$ cat src/rtl/tcq_pkg.sv
package tcq_pkg;

    // Ring geometry
    localparam int QUEUE_BYTES  = 64;
    localparam int IDX_W        = $clog2(QUEUE_BYTES);
    localparam int RECORD_BYTES = 5;

    // Byte positions inside one record
    localparam logic [2:0] REC_HZ_LO  = 3'd0;
    localparam logic [2:0] REC_HZ_HI  = 3'd1;
    localparam logic [2:0] REC_VOL    = 3'd2;
    localparam logic [2:0] REC_MS_LO  = 3'd3;
    localparam logic [2:0] REC_MS_HI  = 3'd4;
    localparam int         SEL_W      = 3;

    // Commands
    localparam logic CMD_ENQUEUE = 1'b0;
    localparam logic CMD_DEQUEUE = 1'b1;

    // Result kinds chosen by the controller
    localparam logic [1:0] OUT_ENQ_OK    = 2'd0;
    localparam logic [1:0] OUT_ENQ_FULL  = 2'd1;
    localparam logic [1:0] OUT_DEQ_OK    = 2'd2;
    localparam logic [1:0] OUT_DEQ_EMPTY = 2'd3;

    // Divider: 32-bit dividend (hz << 16), one quotient bit per cycle
    localparam int DVD_W     = 32;
    localparam int DIV_STEPS = 32;
    localparam int CNT_W     = 5;

    // ms / 10 as (ms * 52429) >> 19, exact for any 16-bit ms
    localparam logic [15:0] DIV10_MUL   = 16'd52429;
    localparam int          DIV10_SHIFT = 19;
    localparam int          TICKS_W     = 13;

    localparam logic [15:0] SAMPLE_RATE_RST = 16'd19530;

    typedef struct packed {
        logic        command;
        logic [15:0] tone_hz;
        logic [15:0] duration_ms;
        logic [7:0]  volume_db;
    } t_in_word;

    typedef struct packed {
        logic               accepted;
        logic               loaded;
        logic [7:0]         step_int;
        logic [7:0]         step_frac;
        logic [7:0]         gain;
        logic [TICKS_W-1:0] duration_ticks;
        logic               tone_on;
    } t_out_word;

    // Controller -> datapath
    typedef struct packed {
        logic             load_in;
        logic             wr_en;
        logic [SEL_W-1:0] wr_sel;
        logic             rd_en;
        logic             cap_en;
        logic [SEL_W-1:0] cap_sel;
        logic             div_start;
        logic             div_step;
        logic             out_load;
        logic [1:0]       out_kind;
    } t_ctl;

    // Datapath -> controller
    typedef struct packed {
        logic deq;
        logic room;
        logic record;
    } t_sts;

    // floor(255 * 10^(-db/20)); bytes 128..255 count as 0 dB
    function automatic logic [7:0] gain_of(input logic [7:0] db);
        logic [7:0] g;
        case (db) inside
            8'd0:  g = 8'd255;
            8'd1:  g = 8'd227;
            8'd2:  g = 8'd202;
            8'd3:  g = 8'd180;
            8'd4:  g = 8'd160;
            8'd5:  g = 8'd143;
            8'd6:  g = 8'd127;
            8'd7:  g = 8'd113;
            8'd8:  g = 8'd101;
            8'd9:  g = 8'd90;
            8'd10: g = 8'd80;
            8'd11: g = 8'd71;
            8'd12: g = 8'd64;
            8'd13: g = 8'd57;
            8'd14: g = 8'd50;
            8'd15: g = 8'd45;
            8'd16: g = 8'd40;
            8'd17: g = 8'd36;
            8'd18: g = 8'd32;
            8'd19: g = 8'd28;
            8'd20: g = 8'd25;
            8'd21: g = 8'd22;
            8'd22: g = 8'd20;
            8'd23: g = 8'd18;
            8'd24: g = 8'd16;
            8'd25: g = 8'd14;
            8'd26: g = 8'd12;
            8'd27: g = 8'd11;
            8'd28: g = 8'd10;
            8'd29: g = 8'd9;
            8'd30: g = 8'd8;
            8'd31: g = 8'd7;
            8'd32: g = 8'd6;
            [8'd33:8'd34]:  g = 8'd5;
            [8'd35:8'd36]:  g = 8'd4;
            [8'd37:8'd38]:  g = 8'd3;
            [8'd39:8'd42]:  g = 8'd2;
            [8'd43:8'd48]:  g = 8'd1;
            [8'd49:8'd127]: g = 8'd0;
            default:        g = 8'd255;
        endcase
        return g;
    endfunction

endpackage

$ cat src/rtl/tcq_ram.sv
module tcq_ram #(
    parameter int WIDTH = 8,
    parameter int DEPTH = 64
) (
    input  logic                     i_clk,
    input  logic                     i_we,
    input  logic [$clog2(DEPTH)-1:0] i_waddr,
    input  logic [WIDTH-1:0]         i_wdata,
    input  logic                     i_re,
    input  logic [$clog2(DEPTH)-1:0] i_raddr,
    output logic [WIDTH-1:0]         o_rdata
);

    logic [WIDTH-1:0] r_mem [DEPTH];
    logic [WIDTH-1:0] r_rdata;

    always_ff @(posedge i_clk) begin
        if (i_we) begin
            r_mem[i_waddr] <= i_wdata;
        end
        if (i_re) begin
            r_rdata <= r_mem[i_raddr];
        end
    end

    assign o_rdata = r_rdata;

endmodule

$ cat src/rtl/tcq_dp.sv
module tcq_dp (
    input  logic               i_clk,
    input  logic               i_rst_n,
    input  tcq_pkg::t_in_word  i_in_word,
    input  logic               i_cfg_we,
    input  logic [15:0]        i_cfg_data,
    input  tcq_pkg::t_ctl      i_ctl,
    output tcq_pkg::t_sts      o_sts,
    output tcq_pkg::t_out_word o_out_word
);

    localparam int IDX_W = tcq_pkg::IDX_W;

    tcq_pkg::t_in_word  r_word;
    tcq_pkg::t_out_word r_out;
    tcq_pkg::t_out_word n_out;

    logic [15:0]      r_sample_rate;
    logic [IDX_W-1:0] r_wr_idx;
    logic [IDX_W-1:0] r_rd_idx;
    logic [15:0]      r_hz;
    logic [7:0]       r_vol;
    logic [15:0]      r_ms;

    logic [tcq_pkg::DVD_W-1:0] r_dvd;
    logic [15:0]               r_rem;
    logic [15:0]               r_quo;

    logic [IDX_W:0]   used;
    logic [7:0]       wdata;
    logic [7:0]       rdata;
    logic [15:0]      div_sr;
    logic [16:0]      rem_sh;
    logic [16:0]      rem_diff;
    logic             q_bit;
    logic [31:0]      ms_prod;

    function automatic logic [IDX_W-1:0] ring_next(input logic [IDX_W-1:0] idx);
        return (idx == IDX_W'(tcq_pkg::QUEUE_BYTES - 1)) ? '0 : idx + 1'b1;
    endfunction

    // Bytes in use
    always_comb begin
        if (r_wr_idx >= r_rd_idx) begin
            used = {1'b0, r_wr_idx} - {1'b0, r_rd_idx};
        end else begin
            used = {1'b0, r_wr_idx} + (IDX_W+1)'(tcq_pkg::QUEUE_BYTES) - {1'b0, r_rd_idx};
        end
    end

    assign o_sts.deq    = (r_word.command == tcq_pkg::CMD_DEQUEUE);
    assign o_sts.room   = (used <= (IDX_W+1)'(tcq_pkg::QUEUE_BYTES - 1 - tcq_pkg::RECORD_BYTES));
    assign o_sts.record = (used >= (IDX_W+1)'(tcq_pkg::RECORD_BYTES));

    // Record byte to write
    always_comb begin
        case (i_ctl.wr_sel)
            tcq_pkg::REC_HZ_LO: wdata = r_word.tone_hz[7:0];
            tcq_pkg::REC_HZ_HI: wdata = r_word.tone_hz[15:8];
            tcq_pkg::REC_VOL:   wdata = r_word.volume_db;
            tcq_pkg::REC_MS_LO: wdata = r_word.duration_ms[7:0];
            tcq_pkg::REC_MS_HI: wdata = r_word.duration_ms[15:8];
            default:            wdata = '0;
        endcase
    end

    tcq_ram #(
        .WIDTH (8),
        .DEPTH (tcq_pkg::QUEUE_BYTES)
    ) u_ring (
        .i_clk   (i_clk),
        .i_we    (i_ctl.wr_en),
        .i_waddr (r_wr_idx),
        .i_wdata (wdata),
        .i_re    (i_ctl.rd_en),
        .i_raddr (r_rd_idx),
        .o_rdata (rdata)
    );

    // Restoring divider step; a zero rate divides by one
    assign div_sr   = (r_sample_rate == 16'd0) ? 16'd1 : r_sample_rate;
    assign rem_sh   = {r_rem, r_dvd[tcq_pkg::DVD_W-1]};
    assign q_bit    = (rem_sh >= {1'b0, div_sr});
    assign rem_diff = rem_sh - {1'b0, div_sr};

    assign ms_prod = 32'(r_ms) * 32'(tcq_pkg::DIV10_MUL);

    always_comb begin
        n_out = '0;
        case (i_ctl.out_kind)
            tcq_pkg::OUT_ENQ_OK: begin
                n_out.accepted = 1'b1;
            end
            tcq_pkg::OUT_DEQ_OK: begin
                n_out.loaded         = 1'b1;
                n_out.step_int       = r_quo[15:8];
                n_out.step_frac      = r_quo[7:0];
                n_out.gain           = tcq_pkg::gain_of(r_vol);
                n_out.duration_ticks = ms_prod[tcq_pkg::DIV10_SHIFT +: tcq_pkg::TICKS_W];
                n_out.tone_on        = (r_hz != 16'd0);
            end
            default: begin
                n_out = '0;
            end
        endcase
    end

    always_ff @(posedge i_clk) begin
        if (!i_rst_n) begin
            r_sample_rate <= tcq_pkg::SAMPLE_RATE_RST;
            r_wr_idx      <= '0;
            r_rd_idx      <= '0;
        end else begin
            if (i_cfg_we) begin
                r_sample_rate <= i_cfg_data;
            end
            if (i_ctl.wr_en) begin
                r_wr_idx <= ring_next(r_wr_idx);
            end
            if (i_ctl.rd_en) begin
                r_rd_idx <= ring_next(r_rd_idx);
            end
        end
    end

    always_ff @(posedge i_clk) begin
        if (i_ctl.load_in) begin
            r_word <= i_in_word;
        end
        if (i_ctl.cap_en) begin
            case (i_ctl.cap_sel)
                tcq_pkg::REC_HZ_LO: r_hz[7:0]  <= rdata;
                tcq_pkg::REC_HZ_HI: r_hz[15:8] <= rdata;
                tcq_pkg::REC_VOL:   r_vol      <= rdata;
                tcq_pkg::REC_MS_LO: r_ms[7:0]  <= rdata;
                tcq_pkg::REC_MS_HI: r_ms[15:8] <= rdata;
                default:            r_vol      <= r_vol;
            endcase
        end
        if (i_ctl.div_start) begin
            r_dvd <= {r_hz, 16'd0};
            r_rem <= '0;
            r_quo <= '0;
        end else if (i_ctl.div_step) begin
            r_dvd <= {r_dvd[tcq_pkg::DVD_W-2:0], 1'b0};
            r_rem <= q_bit ? rem_diff[15:0] : rem_sh[15:0];
            r_quo <= {r_quo[14:0], q_bit};
        end
        if (i_ctl.out_load) begin
            r_out <= n_out;
        end
    end

    assign o_out_word = r_out;

endmodule

$ cat src/rtl/tcq_ctrl.sv
module tcq_ctrl (
    input  logic          i_clk,
    input  logic          i_rst_n,
    input  logic          i_in_valid,
    output logic          o_in_stall,
    output logic          o_out_valid,
    input  logic          i_out_stall,
    input  tcq_pkg::t_sts i_sts,
    output tcq_pkg::t_ctl o_ctl
);

    localparam logic [2:0] ST_IDLE     = 3'd0;
    localparam logic [2:0] ST_DISPATCH = 3'd1;
    localparam logic [2:0] ST_WRITE    = 3'd2;
    localparam logic [2:0] ST_READ     = 3'd3;
    localparam logic [2:0] ST_DIV      = 3'd4;
    localparam logic [2:0] ST_FINISH   = 3'd5;

    localparam int CNT_W = tcq_pkg::CNT_W;

    logic [2:0]       r_state, n_state;
    logic [CNT_W-1:0] r_cnt, n_cnt;
    logic [1:0]       r_kind, n_kind;
    logic             r_out_valid, n_out_valid;

    always_comb begin
        o_ctl   = '0;
        n_state = r_state;
        n_cnt   = r_cnt;
        n_kind  = r_kind;
        case (r_state)
            ST_IDLE: begin
                if (i_in_valid) begin
                    o_ctl.load_in = 1'b1;
                    n_state       = ST_DISPATCH;
                end
            end
            ST_DISPATCH: begin
                n_cnt = '0;
                if (i_sts.deq) begin
                    if (i_sts.record) begin
                        n_state = ST_READ;
                    end else begin
                        n_kind  = tcq_pkg::OUT_DEQ_EMPTY;
                        n_state = ST_FINISH;
                    end
                end else begin
                    if (i_sts.room) begin
                        n_state = ST_WRITE;
                    end else begin
                        n_kind  = tcq_pkg::OUT_ENQ_FULL;
                        n_state = ST_FINISH;
                    end
                end
            end
            ST_WRITE: begin
                o_ctl.wr_en  = 1'b1;
                o_ctl.wr_sel = r_cnt[tcq_pkg::SEL_W-1:0];
                n_cnt        = r_cnt + 1'b1;
                if (r_cnt == CNT_W'(tcq_pkg::RECORD_BYTES - 1)) begin
                    n_kind  = tcq_pkg::OUT_ENQ_OK;
                    n_state = ST_FINISH;
                end
            end
            ST_READ: begin
                // read data lands in the cycle after the address
                if (r_cnt < CNT_W'(tcq_pkg::RECORD_BYTES)) begin
                    o_ctl.rd_en = 1'b1;
                end
                if (r_cnt != '0) begin
                    o_ctl.cap_en  = 1'b1;
                    o_ctl.cap_sel = tcq_pkg::SEL_W'(r_cnt - 1'b1);
                end
                n_cnt = r_cnt + 1'b1;
                if (r_cnt == CNT_W'(tcq_pkg::RECORD_BYTES)) begin
                    o_ctl.div_start = 1'b1;
                    n_cnt           = '0;
                    n_state         = ST_DIV;
                end
            end
            ST_DIV: begin
                o_ctl.div_step = 1'b1;
                n_cnt          = r_cnt + 1'b1;
                if (r_cnt == CNT_W'(tcq_pkg::DIV_STEPS - 1)) begin
                    n_kind  = tcq_pkg::OUT_DEQ_OK;
                    n_state = ST_FINISH;
                end
            end
            ST_FINISH: begin
                if (!r_out_valid || !i_out_stall) begin
                    o_ctl.out_load = 1'b1;
                    o_ctl.out_kind = r_kind;
                    n_state        = ST_IDLE;
                end
            end
            default: begin
                n_state = ST_IDLE;
            end
        endcase
    end

    always_comb begin
        if (o_ctl.out_load) begin
            n_out_valid = 1'b1;
        end else if (!i_out_stall) begin
            n_out_valid = 1'b0;
        end else begin
            n_out_valid = r_out_valid;
        end
    end

    always_ff @(posedge i_clk) begin
        if (!i_rst_n) begin
            r_state     <= ST_IDLE;
            r_cnt       <= '0;
            r_kind      <= tcq_pkg::OUT_ENQ_FULL;
            r_out_valid <= 1'b0;
        end else begin
            r_state     <= n_state;
            r_cnt       <= n_cnt;
            r_kind      <= n_kind;
            r_out_valid <= n_out_valid;
        end
    end

    assign o_in_stall  = (r_state != ST_IDLE);
    assign o_out_valid = r_out_valid;

endmodule

$ cat src/rtl/tone_command_queue_dds_setup.sv
// Tone command queue and DDS setup. Input words either enqueue a tone
// (hz, volume in dB, duration in ms) as a five-byte record into a 64-byte
// ring, or, on a timer tick, dequeue one whole record and return the DDS
// settings: phase step floor(hz*65536/sample_rate) mod 65536 as integer and
// fraction bytes, linear gain floor(255*10^(-dB/20)) (volume bytes 128..255
// give 255), duration in 10 ms ticks, and tone-on for nonzero hz. Every input
// word yields exactly one output word. An enqueue with fewer than five free
// bytes is refused (accepted = 0, ring untouched); a dequeue with fewer than
// five bytes in use returns all zeros. Timing: one word at a time. A refused
// or empty command goes from accept through dispatch to the result, a stored
// enqueue adds five single-port ring writes, and a dequeue adds ring reads
// through the registered RAM port and a one-bit-per-cycle restoring divider.
// The input is stalled while a word is in work; the result sits in an output
// register, so a new word is taken while an earlier result still waits on
// output stall. A result can only leave the block once the previous one has
// been taken. The sample rate register (reset 19530, zero acts as one) is
// written through i_cfg_we and i_cfg_data; the user must write it only while
// the block is idle, the block itself does not enforce this. Ring contents
// need no reset: only bytes already written are ever read.
module tone_command_queue_dds_setup_core (
    input  logic               i_clk,
    input  logic               i_rst_n,
    // command words in
    input  logic               i_in_valid,
    output logic               o_in_stall,
    input  tcq_pkg::t_in_word  i_in_word,
    // setting words out
    output logic               o_out_valid,
    input  logic               i_out_stall,
    output tcq_pkg::t_out_word o_out_word,
    // sample rate register
    input  logic               i_cfg_we,
    input  logic [15:0]        i_cfg_data
);

    tcq_pkg::t_ctl ctl;
    tcq_pkg::t_sts sts;

    // sequencing: accept, dispatch, ring access, divide, result hand-off
    tcq_ctrl u_ctrl (
        .i_clk       (i_clk),
        .i_rst_n     (i_rst_n),
        .i_in_valid  (i_in_valid),
        .o_in_stall  (o_in_stall),
        .o_out_valid (o_out_valid),
        .i_out_stall (i_out_stall),
        .i_sts       (sts),
        .o_ctl       (ctl)
    );

    // ring, indices, divider, gain table and output register
    tcq_dp u_dp (
        .i_clk      (i_clk),
        .i_rst_n    (i_rst_n),
        .i_in_word  (i_in_word),
        .i_cfg_we   (i_cfg_we),
        .i_cfg_data (i_cfg_data),
        .i_ctl      (ctl),
        .o_sts      (sts),
        .o_out_word (o_out_word)
    );

endmodule
$ cat config.mk
export PLATFORM = sky130hd
export DESIGN_NAME = tone_command_queue_dds_setup_core
export DESIGN_NICKNAME = d
export VERILOG_FILES = /design/src/rtl/tcq_pkg.sv /design/src/rtl/tcq_ram.sv /design/src/rtl/tcq_dp.sv /design/src/rtl/tcq_ctrl.sv /design/src/rtl/tone_command_queue_dds_setup.sv
export SDC_FILE = /design/constraint.sdc
export NUM_CORES = 1
export LEC_CHECK = 0
export ABC_AREA = 1
export BUFFER_PORTS_ARGS = -buffer_cell sky130_fd_sc_hd__buf_2
export CAP_MARGIN = 20
export CORE_ASPECT_RATIO = 1.4
export CORE_MARGIN = 2
export CORE_UTILIZATION = 60
export DETAILED_ROUTE_END_ITERATION = 8
export PLACE_DENSITY = 0.77
export SYNTH_ARGS = -nofsm -noshare
export SYNTH_HDL_FRONTEND = slang
export SYNTH_SLANG_ARGS = --single-unit
$ cat constraint.sdc
create_clock -name i_clk -period 9.1 [get_ports i_clk]
set_input_delay 0.455 -clock i_clk [delete_from_list [all_inputs] [get_ports i_clk]]
set_output_delay 0.455 -clock i_clk [all_outputs]
set_load 0.01 [all_outputs]
==> qor.csv <==
stage;metric;value;unit
critical_path;Worst Setup Start Kind;register;
status;outcome;finished clean;
die;core area;0.0576;mm2
die;die extent in x;208;um
route;Vias;24719;
timing;final setup fails;0;
critical_path;CP Max Fanout;6;
synth;largest cells by area after synthesis;edfxtp_1 (56%), ha_1 (5.7%), nor2_1 (4.9%), fa_1 (4.7%), o21ai_0 (4.7%);
route;antenna-violating nets left;0;
global_route;Tot GR Track Use;29.6;%
synth;Netlist cell types;60;
clocking;Clock Path Buffers;3;
synth;post-synthesis instance area;0.0350;mm2
worst_hold_path;worst hold start;i_in_word[9];
die;die area;0.0603;mm2
power;PwrDens;215;mW/mm2
critical_path;WS Path Type;reg2reg;
worst_hold_path;Hold WC Path Type;in2reg;
route;Via density;6.10;
timing;Final Skew;0.0291;ns
power;Comb pwr share;15.0;%
timing;Fin Setup TNS;0;ns
clocking;CTS Buf Count;68;
global_route;M3 GR Usage;4.23;%
synth;area share of the largest cell type after synthesis;56.4;%
timing;Slew @ Worst Pin;1.06;ns
clocking;Clk Latency, worst-skew pair;0.64;ns
place;Post-Place Cells;3899;
timing;period utilization;59.2;%
global_route;most used routing layer;met2;
power;Sw Share;27.2;%
place;port bufs;103;
timing;Tmin final;5.39;ns
timing;Max Slew Vio Count;0;
synth;most frequent cell after synthesis;edfxtp_1;
timing;RSZ-0062 raised after global routing;no;
cells_and_area;area grow syn2layout;10.9;%
clocking;clock-pin slew on the worst setup and hold paths;0.06;ns
timing;Fin. Hold Viols;0;
synth;Mapped Nets;3460;
global_route;Remaining Overflow, GRT;0;
place;gp weighted congestion;0.953;
cells_and_area;count of non-filler cells in the finished layout;4053;
global_route;GRT met2 Usage;53.9;%
synth;sequential area share after synthesis;60.4;%
critical_path;Worst setup startpoint;u_dp.r_ms[5]$_DFFE_PP_;
synth;synthesis warning total;0;
global_route;initial antenna violation count;1;
critical_path;RR Startpoint;u_dp.r_ms[5]$_DFFE_PP_;
clocking;CTS Root Cell;clkbuf_16;
critical_path;crit end category;register;
place;hpwl dp;59.9;mm
die;Starting Density;60.7;%
synth;Mapped Cells;3155;
cells_and_area;share of post-route cells with drive strength above 1;9.15;%
clocking;CTS-repair resized insts;0;
clocking;CTS tree;yes;
cells_and_area;fin nets;3563;
flow_run;max-capacitance violation count;0;
power;Clk pwr share;35.8;%
clocking;clk sink count;728;
route;Post-route DRC;0;
global_route;largest net degree at the start of global routing;106;
timing;Fmax;185;MHz
synth;FF+latch count, synth;728;
synth;Avg Cell Area, Syn;11.1;um2
global_route;vias in the first global route;24806;
route;First-pass DRT Iterations;6;
synth;post-synth top area cell;edfxtp_1;
clocking;H-tree depth;3;
synth;top post-synthesis cells by count;edfxtp_1 (657), nor2_1 (454), nand2_1 (386);
power;Seq pwr share;49.2;%
die;Die Y;290;um
die;row cnt;104;
power;Pint;0.00609;W
synth;EDFF count, synth;657;
global_route;first-pass GRT wire length;136;mm
global_route;met1 Use GR;33.1;%
power;VDD IR max;0.245;mV
route;DRT iter0 DRCs;2709;
route;final WL;89.6;mm
timing;Max-slew headroom;28.9;%
critical_path;reg2reg setup slack;3.71;ns
synth;ys async rst share;0;%
critical_path;required time of the critical path;9.45;ns
synth;Primary FF master, synth;edfxtp_1;
die;I/O pin cnt;104;
power;sw power;0.00227;W
route;DR WL/cell;22.1;um
critical_path;Worst EP arrival;5.74;ns
power;Leak Pwr;14.7;nW
## worst max-delay path: stages (launching register included)
cell      delay [ns]
edfxtp_1        0.50
ha_1            0.39
inv_1           0.08
fa_1            0.53
inv_1           0.05
fa_1            0.50
fa_1            0.52
fa_1            0.52
fa_1            0.50
ha_1            0.42
nand2_1         0.12
nor2_1          0.27
nand2_1         0.09
o211ai_1        0.31
nand2_1         0.09
nand2_1         0.08
xnor2_1         0.12
nor2_1          0.05
## state kept, by name (all words and copies together) (netlist names)
register	cells
u_dp.r_ms	16
u_dp.u_ring.r_mem	512
u_dp.r_sample_rate	16
u_dp.u_ring.o_rdata	8
u_dp.r_rd_idx	6
u_dp.r_vol	8
u_ctrl.r_kind	2
u_ctrl.o_out_valid	1
u_dp.r_rem	16
u_dp.r_dvd	16
u_ctrl.r_cnt	5
u_dp.r_word	40
u_dp.o_out_word	40
u_dp.r_hz	16
u_dp.o_sts	1
u_dp.r_quo	16
u_ctrl.r_state	3
u_dp.r_wr_idx	6
## power by group through the flow
stage	logic (W)	registers, W	clock network, W
2_1_floorplan	0.000813	0.00416	0
3_3_place_gp	0.00117	0.00417	0
3_5_place_dp	0.00123	0.00418	0
4_1_cts	0.00124	0.00411	0.00303
5_1_grt	0.00138	0.00412	0.00315
6_report	0.00126	0.00411	0.00299
## path summary, 6_finish.rpt
kind / end / depth (start not counted)
max reg2reg: u_dp.o_out_word[9]$_SDFFCE_PN0P_ / 17
min: u_dp.r_word[9]$_DFFE_PP_ / 1
min reg2reg: u_dp.r_rem[2]$_SDFFE_PP0P_ / 2
max: u_dp.o_out_word[9]$_SDFFCE_PN0P_ / 17
## cell type report
cell class	count	area [um2]
well taps	742	928
clock inverters	40	564
clock buffers	82	1790
flip-flops and latches	728	21200
multi-input cells	1993	12200
inverters	305	1150
diodes	1	2.50
fillers	4227	18800
repair buffers	162	1030
## cell families (layout without fill, tap and decap cells)
family                     Yosys count  count (layout)  share of synthesized area (%)
and+or+nand+nor                   1083            1083                           13.1
DFF                                728             728                           60.4
AOI/OAI and AO/OA                  656             656                           10.8
buffers and inverters              434             589                           4.86
adders and majority gates          243             243                           10.5
xor gates and xnor gates            11              11                          0.275
other                                0               1                              0
## stage by stage
| step | power [W] | setup slack, ns | area, um2 | hold WS (ns) | utilization (%) |
|---|---|---|---|---|---|
| 5_1_grt | 0.00866 | 3.42 | 38800 | 0.0197 | 67.3 |
| 3_5_place_dp | 0.00541 | 3.65 | 36200 | 0.462 | 62.7 |
| 6_report | 0.00836 | 3.71 | 38800 | 0.0244 | 67.3 |
| 3_3_place_gp | 0.00534 | 3.68 | 36100 | 0.458 | 62.7 |
| 4_1_cts | 0.00838 | 3.68 | 38800 | 0.00150 | 67.3 |
| 2_1_floorplan | 0.00498 | 4.20 | 35000 | 0.446 | - |
## timing repair
action                                  in CTS  in global routing
buffers inserted                             0                  0
hold endpoints to repair                    30                  0
hold buffers                                30                  0
endpoints found under the setup margin       0                  0
## metal layers
metal / wire length, um / share of wire [%]
met3: 5660 / 6.3
met4: 5360 / 6.0
met2: 46600 / 52
met5: 0 / 0
met1: 32000 / 36
## cells in the final DEF, fill, tap and decap left out, drive strengths merged, types with 2 or more instances in the layout
cell	n
nand2	393
a21oi	120
a211oi	2
xnor2	8
dfxtp	71
clkinvlp	3
nor2	466
dlygate4sd3	30
nand3b	5
or2	2
xor2	3
o21bai	5
inv	307
clkbuf	82
o22ai	92
a221oi	10
o221ai	50
edfxtp	657
o21a	3
fa	83
o21ai	340
nor4	13
o211ai	19
a21o	2
o31ai	2
clkinv	24
nor3b	2
ha	160
bufinv	11
nand4	33
nor3	33
nand3	135
buf	132
a31oi	4
Power figures use the tool's default switching activity.
